**src/hdl/obssr_pkg.sv**
```systemverilog
// Shared types and constants for the obstacle steering speed ramp.
package obssr_pkg;

   localparam int SENSE_W = 12;
   localparam int FREQ_W  = 14;
   localparam int CSR_W   = 14;
   localparam int CSR_IDX_W = 3;

   typedef enum logic [2:0] {
      MODE_FWD   = 3'd0,
      MODE_LEFT  = 3'd1,
      MODE_RIGHT = 3'd2,
      MODE_BACK  = 3'd3,
      MODE_IDLE  = 3'd4
   } mode_type;

   typedef enum logic [1:0] {
      ACT_NEW   = 2'd0,
      ACT_RAISE = 2'd1,
      ACT_HOLD  = 2'd2
   } action_type;

   localparam logic [CSR_IDX_W-1:0] CSR_FRONT_SUM_LIMIT = 3'd0;
   localparam logic [CSR_IDX_W-1:0] CSR_SIDE_DIFF_LIMIT = 3'd1;
   localparam logic [CSR_IDX_W-1:0] CSR_FWD_START_FREQ  = 3'd2;
   localparam logic [CSR_IDX_W-1:0] CSR_FWD_TOP_FREQ    = 3'd3;
   localparam logic [CSR_IDX_W-1:0] CSR_FWD_FREQ_STEP   = 3'd4;
   localparam logic [CSR_IDX_W-1:0] CSR_TURN_START_FREQ = 3'd5;
   localparam logic [CSR_IDX_W-1:0] CSR_TURN_TOP_FREQ   = 3'd6;
   localparam logic [CSR_IDX_W-1:0] CSR_TURN_FREQ_STEP  = 3'd7;

   typedef struct packed {
      logic [SENSE_W-1:0] side_right;
      logic [SENSE_W-1:0] front_right;
      logic [SENSE_W-1:0] front_left;
      logic [SENSE_W-1:0] side_left;
   } req_type;

   typedef struct packed {
      logic [1:0]        motion_mode;
      logic [FREQ_W-1:0] step_freq;
      logic [1:0]        action;
   } rsp_type;

   typedef struct packed {
      logic [12:0]       front_sum_limit;
      logic [11:0]       side_diff_limit;
      logic [FREQ_W-1:0] fwd_start_freq;
      logic [FREQ_W-1:0] fwd_top_freq;
      logic [FREQ_W-1:0] fwd_freq_step;
      logic [FREQ_W-1:0] turn_start_freq;
      logic [FREQ_W-1:0] turn_top_freq;
      logic [FREQ_W-1:0] turn_freq_step;
   } cfg_type;

   typedef struct packed {
      mode_type          mode;
      logic [FREQ_W-1:0] freq;
      action_type        action;
   } decide_type;

endpackage

```
**src/hdl/obssr_decide.sv**
```systemverilog
// Mode selection and frequency ramp for one sensor sample.
module obssr_decide import obssr_pkg::*; (
   input  req_type           sample,
   input  mode_type          mode,
   input  logic [FREQ_W-1:0] freq,
   input  cfg_type           cfg,
   output decide_type        result
);

   logic [12:0]       front_sum;
   logic [12:0]       left_bound;
   logic [12:0]       right_bound;
   logic              fwd_ok;
   logic              left_ok;
   logic              right_ok;
   logic [FREQ_W:0]   fwd_raised;
   logic [FREQ_W:0]   turn_raised;
   logic              fwd_fits;
   logic              turn_fits;

   always_comb begin
      front_sum   = {1'b0, sample.front_left} + {1'b0, sample.front_right};
      // signed side difference > limit, rewritten as unsigned a > b + limit
      left_bound  = {1'b0, sample.side_left} + {1'b0, cfg.side_diff_limit};
      right_bound = {1'b0, sample.side_right} + {1'b0, cfg.side_diff_limit};
      fwd_ok      = front_sum <= cfg.front_sum_limit;
      left_ok     = {1'b0, sample.side_right} > left_bound;
      right_ok    = {1'b0, sample.side_left} > right_bound;
      fwd_raised  = {1'b0, freq} + {1'b0, cfg.fwd_freq_step};
      turn_raised = {1'b0, freq} + {1'b0, cfg.turn_freq_step};
      fwd_fits    = fwd_raised <= {1'b0, cfg.fwd_top_freq};
      turn_fits   = turn_raised <= {1'b0, cfg.turn_top_freq};
   end

   always_comb begin
      result.mode   = mode;
      result.freq   = freq;
      result.action = ACT_HOLD;
      priority if (mode == MODE_FWD && fwd_ok) begin
         if (fwd_fits) begin
            result.freq   = fwd_raised[FREQ_W-1:0];
            result.action = ACT_RAISE;
         end
      end else if ((mode == MODE_LEFT && left_ok) || (mode == MODE_RIGHT && right_ok)) begin
         if (turn_fits) begin
            result.freq   = turn_raised[FREQ_W-1:0];
            result.action = ACT_RAISE;
         end
      end else begin
         result.action = ACT_NEW;
         priority if (fwd_ok) begin
            result.mode = MODE_FWD;
            result.freq = cfg.fwd_start_freq;
         end else if (left_ok) begin
            result.mode = MODE_LEFT;
            result.freq = cfg.turn_start_freq;
         end else if (right_ok) begin
            result.mode = MODE_RIGHT;
            result.freq = cfg.turn_start_freq;
         end else begin
            result.mode = MODE_BACK;
            result.freq = cfg.fwd_start_freq;
         end
      end
   end

endmodule

```
**src/hdl/obstacle_steer_speed_ramp_core.sv**
```systemverilog
// Top level: sample register, steering decision, command register, settings.
// Requests pass the sample reg, then the command reg. Throughput: one request per
// cycle unless the command output is stalled; mode and frequency update in the same
// cycle as the command reg loads, so back-to-back samples see the prior update.
// Synchronous active-high reset: mode idle, frequency 0, settings to defaults,
// both pipeline stages empty.
module obstacle_steer_speed_ramp_core import obssr_pkg::*; (
   input  logic                 clock,
   input  logic                 reset,
   input  logic                 req_valid,
   output logic                 req_stall,
   input  req_type              req,
   output logic                 rsp_valid,
   input  logic                 rsp_stall,
   output rsp_type              rsp,
   input  logic                 csr_we,
   input  logic [CSR_IDX_W-1:0] csr_index,
   input  logic [CSR_W-1:0]     csr_wdata
);

   logic              smp_valid_ff, smp_valid_in;
   req_type           smp_ff;
   logic              out_valid_ff, out_valid_in;
   rsp_type           out_ff;
   mode_type          mode_ff;
   logic [FREQ_W-1:0] freq_ff;
   cfg_type           cfg_ff;
   decide_type        decision;
   logic              advance;
   logic              req_take;

   assign advance      = smp_valid_ff && (!out_valid_ff || !rsp_stall);
   assign req_stall    = smp_valid_ff && !advance;
   assign req_take     = req_valid && !req_stall;
   assign smp_valid_in = req_take || (smp_valid_ff && !advance);
   assign out_valid_in = advance || (out_valid_ff && rsp_stall);

   obssr_decide u_decide (
      .sample (smp_ff),
      .mode   (mode_ff),
      .freq   (freq_ff),
      .cfg    (cfg_ff),
      .result (decision)
   );

   always_ff @(posedge clock) begin
      if (reset) begin
         smp_valid_ff <= 1'b0;
         out_valid_ff <= 1'b0;
         mode_ff      <= MODE_IDLE;
         freq_ff      <= '0;
      end else begin
         smp_valid_ff <= smp_valid_in;
         out_valid_ff <= out_valid_in;
         if (advance) begin
            mode_ff <= decision.mode;
            freq_ff <= decision.freq;
         end
      end
   end

   always_ff @(posedge clock) begin
      if (req_take) begin
         smp_ff <= req;
      end
      if (advance) begin
         out_ff.motion_mode <= decision.mode[1:0];
         out_ff.step_freq   <= decision.freq;
         out_ff.action      <= decision.action;
      end
   end

   always_ff @(posedge clock) begin
      if (reset) begin
         cfg_ff.front_sum_limit <= 13'd400;
         cfg_ff.side_diff_limit <= 12'd10;
         cfg_ff.fwd_start_freq  <= 14'd200;
         cfg_ff.fwd_top_freq    <= 14'd1200;
         cfg_ff.fwd_freq_step   <= 14'd40;
         cfg_ff.turn_start_freq <= 14'd200;
         cfg_ff.turn_top_freq   <= 14'd300;
         cfg_ff.turn_freq_step  <= 14'd20;
      end else if (csr_we) begin
         unique case (csr_index)
            CSR_FRONT_SUM_LIMIT: cfg_ff.front_sum_limit <= csr_wdata[12:0];
            CSR_SIDE_DIFF_LIMIT: cfg_ff.side_diff_limit <= csr_wdata[11:0];
            CSR_FWD_START_FREQ:  cfg_ff.fwd_start_freq  <= csr_wdata;
            CSR_FWD_TOP_FREQ:    cfg_ff.fwd_top_freq    <= csr_wdata;
            CSR_FWD_FREQ_STEP:   cfg_ff.fwd_freq_step   <= csr_wdata;
            CSR_TURN_START_FREQ: cfg_ff.turn_start_freq <= csr_wdata;
            CSR_TURN_TOP_FREQ:   cfg_ff.turn_top_freq   <= csr_wdata;
            CSR_TURN_FREQ_STEP:  cfg_ff.turn_freq_step  <= csr_wdata;
            default: ;
         endcase
      end
   end

   assign rsp_valid = out_valid_ff;
   assign rsp       = out_ff;

endmodule

```
**config.mk**
```make
export PLATFORM = sky130hd
export DESIGN_NAME = obstacle_steer_speed_ramp_core
export DESIGN_NICKNAME = d
export VERILOG_FILES = /design/src/hdl/obssr_pkg.sv /design/src/hdl/obssr_decide.sv /design/src/hdl/obstacle_steer_speed_ramp_core.sv
export SDC_FILE = /design/constraint.sdc
export NUM_CORES = 1
export LEC_CHECK = 0
export BUFFER_PORTS_ARGS = -buffer_cell sky130_fd_sc_hd__buf_2
export CAP_MARGIN = 40
export CORE_MARGIN = 1.5
export CORE_UTILIZATION = 66
export CTS_CLUSTER_DIAMETER = 100
export CTS_CLUSTER_SIZE = 10
export DETAILED_ROUTE_END_ITERATION = 8
export PLACE_DENSITY = 0.87
export REMOVE_ABC_BUFFERS = 1
export SETUP_SLACK_MARGIN = 0.05
export SLEW_MARGIN = 40
export SYNTH_ARGS = -nofsm -noshare
export SYNTH_HDL_FRONTEND = slang
export SYNTH_SLANG_ARGS = --single-unit
```
**constraint.sdc**
```tcl
create_clock -name clock -period 12.35 [get_ports clock]
set_clock_uncertainty 0.15 [all_clocks]
set_input_delay 0.6175 -clock clock [delete_from_list [all_inputs] [get_ports clock]]
set_output_delay 0.6175 -clock clock [all_outputs]
set_load 0.005 [all_outputs]
```
==> flow_metrics.env, run 1 <==
export IMPL_status="finished with violations"
export IMPL_violations="design-rule violations"
export IMPL_io_buffer_count=89
export IMPL_grt_ovfl_total=0
export IMPL_layout_cells_sized_above_1_pct=10.5
export IMPL_wl_met2_um=13000
export IMPL_hold_path_end="smp_ff[38]$_DFFE_PP_"
export IMPL_r2r_end="rsp[11]$_DFFE_PP_"
export IMPL_timing_critical_path_from_type="register"
export IMPL_pwr_density_cell_mw_per_mm2=125
export IMPL_synth_area_per_cell_um2=8.89
export IMPL_detail_route_wirelength_met1_um=12000
export IMPL_number_of_cts_inserted_buffers=17
export IMPL_cts_resized_gates=0
export IMPL_max_cap_violations=0
export IMPL_die_w_um=135
export IMPL_grt_antenna_before_repair=0
export IMPL_max_slew_worst_pin_slew_ps=788
export IMPL_cpMaxStageDelayCell="sky130_fd_sc_hd__or3_1"
export IMPL_number_of_instances_on_the_worst_hold_path=1
export IMPL_synth_enable_flop_cells=66
export IMPL_slew_headroom_pct=47.1
export IMPL_vias_per_cell=6.16
export IMPL_initial_utilization_pct=67.3
export IMPL_min_delay_start="req[38]"
export IMPL_gp_congestion=0.886
export IMPL_grt_start_max_net_pins=70
export IMPL_delay_of_the_slowest_cell_on_the_worst_path_ps=630
export IMPL_rsz0062_at_grt="false"
export IMPL_filler_cell_count=1281
export IMPL_drtPass1Iterations=9
export IMPL_r2r_setup_slack_ps=6200
export IMPL_initialDrtViolationCount=745
export IMPL_sinks_on_clock_net=194
export IMPL_critPathRequiredTime_ps=12390
export IMPL_core_mm2=0.0172
export IMPL_fmax_mhz=163
export IMPL_grt_pass1_vias=9217
export IMPL_antenna_cells_inserted=0
export IMPL_via_count=9846
export IMPL_leakagePower_nw=5.28
export IMPL_insertion_delay_ps=440
export IMPL_worstPathMaxFanout=18
export IMPL_biggest_area_contributors_in_the_synthesized_netlist="sky130_fd_sc_hd__dfxtp_1, sky130_fd_sc_hd__edfxtp_1, sky130_fd_sc_hd__ha_1, sky130_fd_sc_hd__nand2_1, sky130_fd_sc_hd__a21oi_1"
export IMPL_synthesis_area_mm2=0.0116
export IMPL_clk_root_buffer_cell="sky130_fd_sc_hd__clkbuf_16"
export IMPL_ctsLongestPathBuffers=2
export IMPL_synth_async_sr_flop_share_pct=0
export IMPL_wl_um=28400
export IMPL_post_synth_top_area_fraction_pct=22.2
export IMPL_yosys_area_top_type="sky130_fd_sc_hd__dfxtp_1"
export IMPL_dominantRegCellSynth="sky130_fd_sc_hd__dfxtp_1"
export IMPL_floorplan_io_pins=90
export IMPL_cts_htree_levels=4
export IMPL_finalNetCount=1564
export IMPL_synth_sequential_area_ratio_pct=39.3
export IMPL_report_final_hold_viol_count=0
export IMPL_crit_buf_inv=0
export IMPL_worst_r2r_startpoint="smp_ff[12]$_DFFE_PP_"
export IMPL_synth_most_common_cell="sky130_fd_sc_hd__nand2_1"
export IMPL_groute_usage_overall_pct=31.7
export IMPL_worst_ir_drop_vdd_mv=0.130
export IMPL_netlist_top_cells_count="sky130_fd_sc_hd__nand2_1, sky130_fd_sc_hd__a21oi_1, sky130_fd_sc_hd__ha_1, sky130_fd_sc_hd__dfxtp_1, sky130_fd_sc_hd__nor2_1"
export IMPL_fin_tns_setup_ps=0
export IMPL_first_pass_grt_wire_length_um=45400
export IMPL_cts_hold_buf=0
export IMPL_timing_final_crit_period_ps=6150
export IMPL_synth_distinct_cells=67
export IMPL_antenna_violating_nets_post_route=0
export IMPL_detail_route_wl_per_cell_um=17.8
export IMPL_hold_path_class="input port to register"
export IMPL_postCtsSetupBuffers=0
export IMPL_maxSlewViolCount=0
export IMPL_rows=48
export IMPL_tritoncts="done"
export IMPL_final_period_utilization_pct=49.8
export IMPL_estimated_wirelength_of_the_detail_placed_design_um=20700
export IMPL_route_met3_wl_um=2460
export IMPL_die_area_mm2=0.0183
export IMPL_clkSlewWorstSetupHoldPaths_ps=80
export IMPL_cp_end_kind="register"
export IMPL_top_routing_layer_used="met4"
export IMPL_syn_inst=1300
export IMPL_synth_seq_cells=194
export IMPL_syn2layout_area_growth_pct=9.66
export IMPL_end_of_flow_core_utilization_pct=73.8
export IMPL_finalSetupViolations=0
export IMPL_worst_path_dominant_cell_family="compound AO/OA/AOI/OAI gates"
export IMPL_worst_r2r_path_depth=20
export IMPL_timing_setup_critical_path_class="register to register"
export IMPL_dieHeight_um=135
export IMPL_critical_path_cell_chain="ha_1, fa_1, a21o_1, a21oi_1, o21bai_1, a21oi_1, o21bai_1, a21oi_1, nor2_1, a211oi_1, xnor2_1, ha_1, a211oi_1, o21bai_1, a2111oi_0, a211oi_1, or3_1, nand2_1, nor2_1, or3_1"
export IMPL_ys_warnings_count=0
export IMPL_drcViolationCount=1
export IMPL_worst_endpoint_arrival_ps=6190
worst register-to-register path, cell delays in order, from the launching register on:
cell and delay, ps:
sky130_fd_sc_hd__edfxtp_1 380, sky130_fd_sc_hd__ha_1 240, sky130_fd_sc_hd__fa_1 410, sky130_fd_sc_hd__a21o_1 190, sky130_fd_sc_hd__a21oi_1 220, sky130_fd_sc_hd__o21bai_1 100
sky130_fd_sc_hd__a21oi_1 220, sky130_fd_sc_hd__o21bai_1 80, sky130_fd_sc_hd__a21oi_1 240, sky130_fd_sc_hd__nor2_1 100, sky130_fd_sc_hd__a211oi_1 370, sky130_fd_sc_hd__xnor2_1 170
sky130_fd_sc_hd__ha_1 260, sky130_fd_sc_hd__a211oi_1 270, sky130_fd_sc_hd__o21bai_1 140, sky130_fd_sc_hd__a2111oi_0 450, sky130_fd_sc_hd__a211oi_1 280, sky130_fd_sc_hd__or3_1 630
sky130_fd_sc_hd__nand2_1 520, sky130_fd_sc_hd__nor2_1 130, sky130_fd_sc_hd__or3_1 360
worst max-delay path by stage:
stage                              start           endpoint  slack [ps]  cells past startpoint
CTS                 smp_ff[12]$_DFFE_PP_  rsp[11]$_DFFE_PP_        6280                     20
global route        smp_ff[12]$_DFFE_PP_  rsp[11]$_DFFE_PP_        5800                     20
detailed placement  smp_ff[12]$_DFFE_PP_  rsp[11]$_DFFE_PP_        6370                     20
floorplan           smp_ff[12]$_DFFE_PP_  rsp[11]$_DFFE_PP_        7110                     20
global placement    smp_ff[12]$_DFFE_PP_  rsp[11]$_DFFE_PP_        6600                     20
finish              smp_ff[12]$_DFFE_PP_  rsp[11]$_DFFE_PP_        6200                     20
registers in the layout (all words and copies together), names as in the netlist:
name          count
smp_valid_ff      1
rsp_valid         1
smp_ff           48
freq_ff          14
rsp              18
cfg_ff          109
mode_ff           3
layer usage:
| metal | vias to the layer above | GRT usage [%] |
|---|---|---|
| met1 | 4589 | 41.9 |
| li1 | 4749 | - |
| met2 | 433 | 51.5 |
| met5 | - | 0 |
| met3 | 75 | 6.32 |
| met4 | 0 | 12.2 |
placed cells by master, fill, tap and decap left out, drive strengths merged, types with 3 or more instances in the layout:
| cell type | netlist | layout |
|---|---|---|
| nand2 | 241 | 241 |
| a21oi | 148 | 148 |
| ha | 129 | 129 |
| dfxtp | 128 | 128 |
| buf | 7 | 95 |
| inv | 69 | 73 |
| nor2 | 71 | 71 |
| edfxtp | 66 | 66 |
| o21ai | 44 | 44 |
| mux2i | 35 | 35 |
| nand3 | 33 | 33 |
| xnor2 | 30 | 30 |
| o21a | 21 | 21 |
| o211ai | 20 | 20 |
| a21o | 19 | 19 |
| clkbuf | 47 | 19 |
| nor2b | 18 | 18 |
| xor2 | 17 | 17 |
| a211oi | 16 | 16 |
| nor3 | 15 | 15 |
| nand2b | 14 | 14 |
| nand4 | 12 | 12 |
| o21bai | 11 | 11 |
| o22a | 10 | 10 |
| o31ai | 6 | 6 |
| or3 | 6 | 6 |
| nor4 | 5 | 5 |
| fa | 5 | 5 |
| clkinv | 0 | 5 |
| a31oi | 4 | 4 |
| a2111oi | 4 | 4 |
| nand3b | 3 | 3 |
| or2 | 3 | 3 |
| a211o | 3 | 3 |
| a41oi | 3 | 3 |
| and3 | 3 | 3 |
| o32ai | 3 | 3 |
| o22ai | 3 | 3 |
| clkinvlp | 0 | 3 |
stage by stage:
stage          total power [mW]  setup WS (ps)  hold WS, ps  area [um2]  std cells
6_report                   1.59           6200          192       12700       1598
5_1_grt                    1.65           5800          174       12700       1598
4_1_cts                    1.58           6280          189       12700       1598
3_5_place_dp               1.05           6370          296       12100       1566
3_3_place_gp               1.04           6600          291       12100       1566
2_1_floorplan             0.950           7110          276       11300       1246
cell type report:
cell class / count / area [um2] / share of cell area [%]
flip-flops and latches: 194 / 4540 / 35.9
clock inverters: 13 / 129 / 1.02
multi-input cells: 983 / 6530 / 51.6
well taps: 225 / 282 / 2.22
repair buffers: 95 / 493 / 3.89
inverters: 69 / 259 / 2.04
clock buffers: 19 / 433 / 3.42
where the power goes:
part / internal, mW / total [mW] / switching, mW
Combinational: 0.136 / 0.336 / 0.200
Sequential: 0.691 / 0.711 / 0.0200
Clock: 0.282 / 0.539 / 0.257
cell families (layout without fill, tap and decap cells):
logic type / after synthesis / after routing / share of synthesized area, %
simple gates: 431 / 431 / 16.2
compound gates: 334 / 334 / 18.4
flops: 194 / 194 / 39.3
fa+ha+maj: 134 / 134 / 14.8
buf+inv: 123 / 196 / 4.44
xor+xnor: 47 / 47 / 3.56
mux: 37 / 37 / 3.23
Note: power is estimated with default switching activity, not from simulation.
==> run 2, diff against run 1 <==
ABC_AREA = 1   (was not set)
CORE_UTILIZATION = 61   (was 66)
PLACE_DENSITY = 0.81   (was 0.87)
clock period = 5.9 ns   (was 12.35 ns; I/O delays follow)
==> flow_metrics.env, run 2 <==
export IMPL_layout_cells_sized_above_1_pct=10.3
export IMPL_first_pass_grt_wire_length_um=51300
export IMPL_maxSlewViolCount=0
export IMPL_syn2layout_area_growth_pct=14.2
export IMPL_vias_per_cell=5.63
export IMPL_synth_enable_flop_cells=66
export IMPL_synth_distinct_cells=50
export IMPL_min_delay_start="rsp_stall"
export IMPL_gp_congestion=0.969
export IMPL_worst_r2r_startpoint="smp_ff[12]$_DFFE_PP_"
export IMPL_cts_htree_levels=4
export IMPL_ctsLongestPathBuffers=2
export IMPL_synthesis_area_mm2=0.0120
export IMPL_worstPathMaxFanout=18
export IMPL_rsz0062_at_grt="false"
export IMPL_sinks_on_clock_net=194
export IMPL_drcViolationCount=0
export IMPL_synth_compound_area_share_pct=14.1
export IMPL_leakagePower_nw=6.73
export IMPL_io_buffer_count=89
export IMPL_hold_slack_ps=55.4
export IMPL_cts_resized_gates=0
export IMPL_synth_seq_cells=194
export IMPL_final_period_utilization_pct=80.2
export IMPL_worst_endpoint_arrival_ps=4920
export IMPL_netlist_top_cells_count="sky130_fd_sc_hd__nand2_1, sky130_fd_sc_hd__inv_1, sky130_fd_sc_hd__nor2_1, sky130_fd_sc_hd__ha_1, sky130_fd_sc_hd__dfxtp_1"
export IMPL_die_w_um=143
export IMPL_synth_area_per_cell_um2=7.74
export IMPL_filler_cell_count=1587
export IMPL_timing_final_crit_period_ps=4730
export IMPL_layout_setup_ws_ps=1170
export IMPL_synth_async_sr_flop_share_pct=0
export IMPL_wl_um=32800
export IMPL_core_mm2=0.0194
export IMPL_grt_antenna_before_repair=0
export IMPL_number_of_cts_inserted_buffers=17
export IMPL_grt_start_max_net_pins=112
export IMPL_postLayoutCellArea_mm2=0.0137
export IMPL_hold_path_class="input port to register"
export IMPL_cts_hold_buf=49
export IMPL_groute_usage_overall_pct=32.5
export IMPL_number_of_instances_on_the_worst_hold_path=3
export IMPL_clk_root_buffer_cell="sky130_fd_sc_hd__clkbuf_16"
export IMPL_worst_r2r_path_depth=25
export IMPL_estimated_wirelength_of_the_detail_placed_design_um=22800
export IMPL_post_layout_nonfiller_instances=1951
export IMPL_status="completed"
export IMPL_detail_route_wl_per_cell_um=16.8
export IMPL_finalSetupViolations=0
export IMPL_dieHeight_um=143
export IMPL_tritoncts="done"
export IMPL_floorplan_io_pins=90
export IMPL_worst_ir_drop_vdd_mv=0.176
export IMPL_fmax_mhz=211
export IMPL_timing_setup_critical_path_class="register to register"
export IMPL_clkSlewWorstSetupHoldPaths_ps=70
export IMPL_final_common_cell="sky130_fd_sc_hd__nand2_1"
export IMPL_area_share_of_xor_xnor_cells_in_the_synthesized_design_pct=3.64
export IMPL_synth_top_family_by_area="simple AND/OR/NAND/NOR gates"
export IMPL_syn_inst=1554
export IMPL_post_synth_top_area_fraction_pct=21.3
export IMPL_drtPass1Iterations=6
export IMPL_via_count=11000
export IMPL_antenna_violating_nets_post_route=0
export IMPL_die_area_mm2=0.0206
export IMPL_synth_sequential_area_ratio_pct=37.8
export IMPL_yosys_mux_area_fraction_pct=0
export IMPL_max_slew_worst_pin_slew_ps=783
export IMPL_r2r_setup_slack_ps=1170
export IMPL_grt_ovfl_total=0
export IMPL_dominantRegCellSynth="sky130_fd_sc_hd__dfxtp_1"
export IMPL_initial_utilization_pct=62.0
export IMPL_cp_end_kind="register"
export IMPL_max_cap_violations=0
export IMPL_finalNetCount=1877
export IMPL_report_final_hold_viol_count=0
export IMPL_post_synth_and_or_nand_nor_area_fraction_pct=22.6
export IMPL_slew_headroom_pct=47.8
export IMPL_ys_warnings_count=0
export IMPL_register_area_mm2=0.00454
export IMPL_rows=51
export IMPL_synth_most_common_cell="sky130_fd_sc_hd__nand2_1"
export IMPL_area_taken_by_multi_input_logic_gates_mm2=0.00656
export IMPL_grt_pass1_vias=10300
export IMPL_r2r_end="freq_ff[3]$_SDFFE_PP0P_"
export IMPL_leading_cell_types_in_the_layout_fill_and_taps_excluded="sky130_fd_sc_hd__nand2_1, sky130_fd_sc_hd__inv_1, sky130_fd_sc_hd__nor2_1"
export IMPL_hold_path_end="rsp_valid$_SDFF_PP0_"
export IMPL_biggest_area_contributors_in_the_synthesized_netlist="sky130_fd_sc_hd__dfxtp_1, sky130_fd_sc_hd__edfxtp_1, sky130_fd_sc_hd__ha_1, sky130_fd_sc_hd__nand2_1, sky130_fd_sc_hd__inv_1"
export IMPL_insertion_delay_ps=440
export IMPL_largest_reg_flops=109
export IMPL_postCtsSetupBuffers=0
export IMPL_postPlaceCellArea_mm2=0.0126
export IMPL_initialDrtViolationCount=949
export IMPL_yosys_area_top_type="sky130_fd_sc_hd__dfxtp_1"
export IMPL_critPathRequiredTime_ps=6090
export IMPL_regMostFlops="cfg_ff"
export IMPL_timing_critical_path_from_type="register"
export IMPL_pwr_density_cell_mw_per_mm2=272
export IMPL_place_detailed_instances=1870
export IMPL_synth_adder_area_share_pct=14.3
export IMPL_place_ws_ps=1300
export IMPL_antenna_cells_inserted=0
export IMPL_fin_tns_setup_ps=0
run 2: changes by cell type after synthesis, sizes merged, moves of 21 or more:
| cell | change |
|---|---|
| nor2 | +94 |
| nand3 | +73 |
| mux2i | -35 |
| xor2 | +21 |
| a21oi | -27 |
| nand2 | +106 |
| o21ai | +81 |
| inv | +121 |
| clkbuf | -21 |
run 2: routing by layer:
layer	vias to the layer above	part of all wire, %	GRT usage, %
met1	5031	43	43.7
li1	5382	-	-
met2	493	46	52.4
met5	-	0	0
met4	0	2.8	10.6
met3	80	8.5	6.63
run 2: worst max-delay path, stage by stage, from the launching register on:
cell and delay, ps:
sky130_fd_sc_hd__edfxtp_1 420, sky130_fd_sc_hd__ha_1 260, sky130_fd_sc_hd__fa_1 400, sky130_fd_sc_hd__nand3_1 100, sky130_fd_sc_hd__nand2_1 80, sky130_fd_sc_hd__nand3_1 70, sky130_fd_sc_hd__nand2_1 80, sky130_fd_sc_hd__a21oi_1 130
sky130_fd_sc_hd__o21bai_1 100, sky130_fd_sc_hd__a21oi_1 150, sky130_fd_sc_hd__o21bai_1 110, sky130_fd_sc_hd__xor2_1 130, sky130_fd_sc_hd__inv_1 60, sky130_fd_sc_hd__ha_1 300, sky130_fd_sc_hd__nand2_1 80, sky130_fd_sc_hd__inv_1 50
sky130_fd_sc_hd__o21ai_1 130, sky130_fd_sc_hd__nand2_1 60, sky130_fd_sc_hd__a21oi_1 220, sky130_fd_sc_hd__a21boi_4 220, sky130_fd_sc_hd__nor3_4 590, sky130_fd_sc_hd__inv_2 290, sky130_fd_sc_hd__nand2_1 190, sky130_fd_sc_hd__nand3_1 80
sky130_fd_sc_hd__nand2_1 100, sky130_fd_sc_hd__inv_1 40
run 2: final cells by class:
cell class              instances  share of cell area [%]
clock buffers                  18                    3.12
flip-flops and latches        194                    33.1
multi-input cells            1126                    47.7
inverters                     191                    5.24
well taps                     265                    2.41
clock inverters                14                    1.28
repair buffers                143                    7.11
run 2: worst max-delay path by stage:
stage | startpoint | endpoint
final | smp_ff[12]$_DFFE_PP_ | freq_ff[3]$_SDFFE_PP0P_
after global routing | smp_ff[12]$_DFFE_PP_ | freq_ff[3]$_SDFFE_PP0P_
after detailed placement | smp_ff[12]$_DFFE_PP_ | rsp[5]$_DFFE_PP_
after CTS | smp_ff[12]$_DFFE_PP_ | rsp[5]$_DFFE_PP_
after global placement | smp_ff[12]$_DFFE_PP_ | rsp[10]$_DFFE_PP_
after floorplan | smp_ff[12]$_DFFE_PP_ | rsp[2]$_DFFE_PP_
run 2: kinds of logic after synthesis:
family | Yosys count
DFF | 194
AOI/OAI and AO/OA | 301
xor gates and xnor gates | 50
adders and majority gates | 134
buffers and inverters | 234
and+or+nand+nor | 641
run 2: through the flow:
stage,util [%],power (mW)
2_1_floorplan,-,2.19
6_report,70.8,3.73
3_5_place_dp,65.2,2.48
5_1_grt,70.8,3.91
4_1_cts,70.8,3.71
3_3_place_gp,65.1,2.44
run 2: power by group:
group          total (mW)  switching [mW]  internal [mW]  leakage [nW]
sequential           1.52          0.0555           1.47          1.68
clock                1.22           0.550          0.675         0.289
combinational       0.982           0.636          0.347          4.76
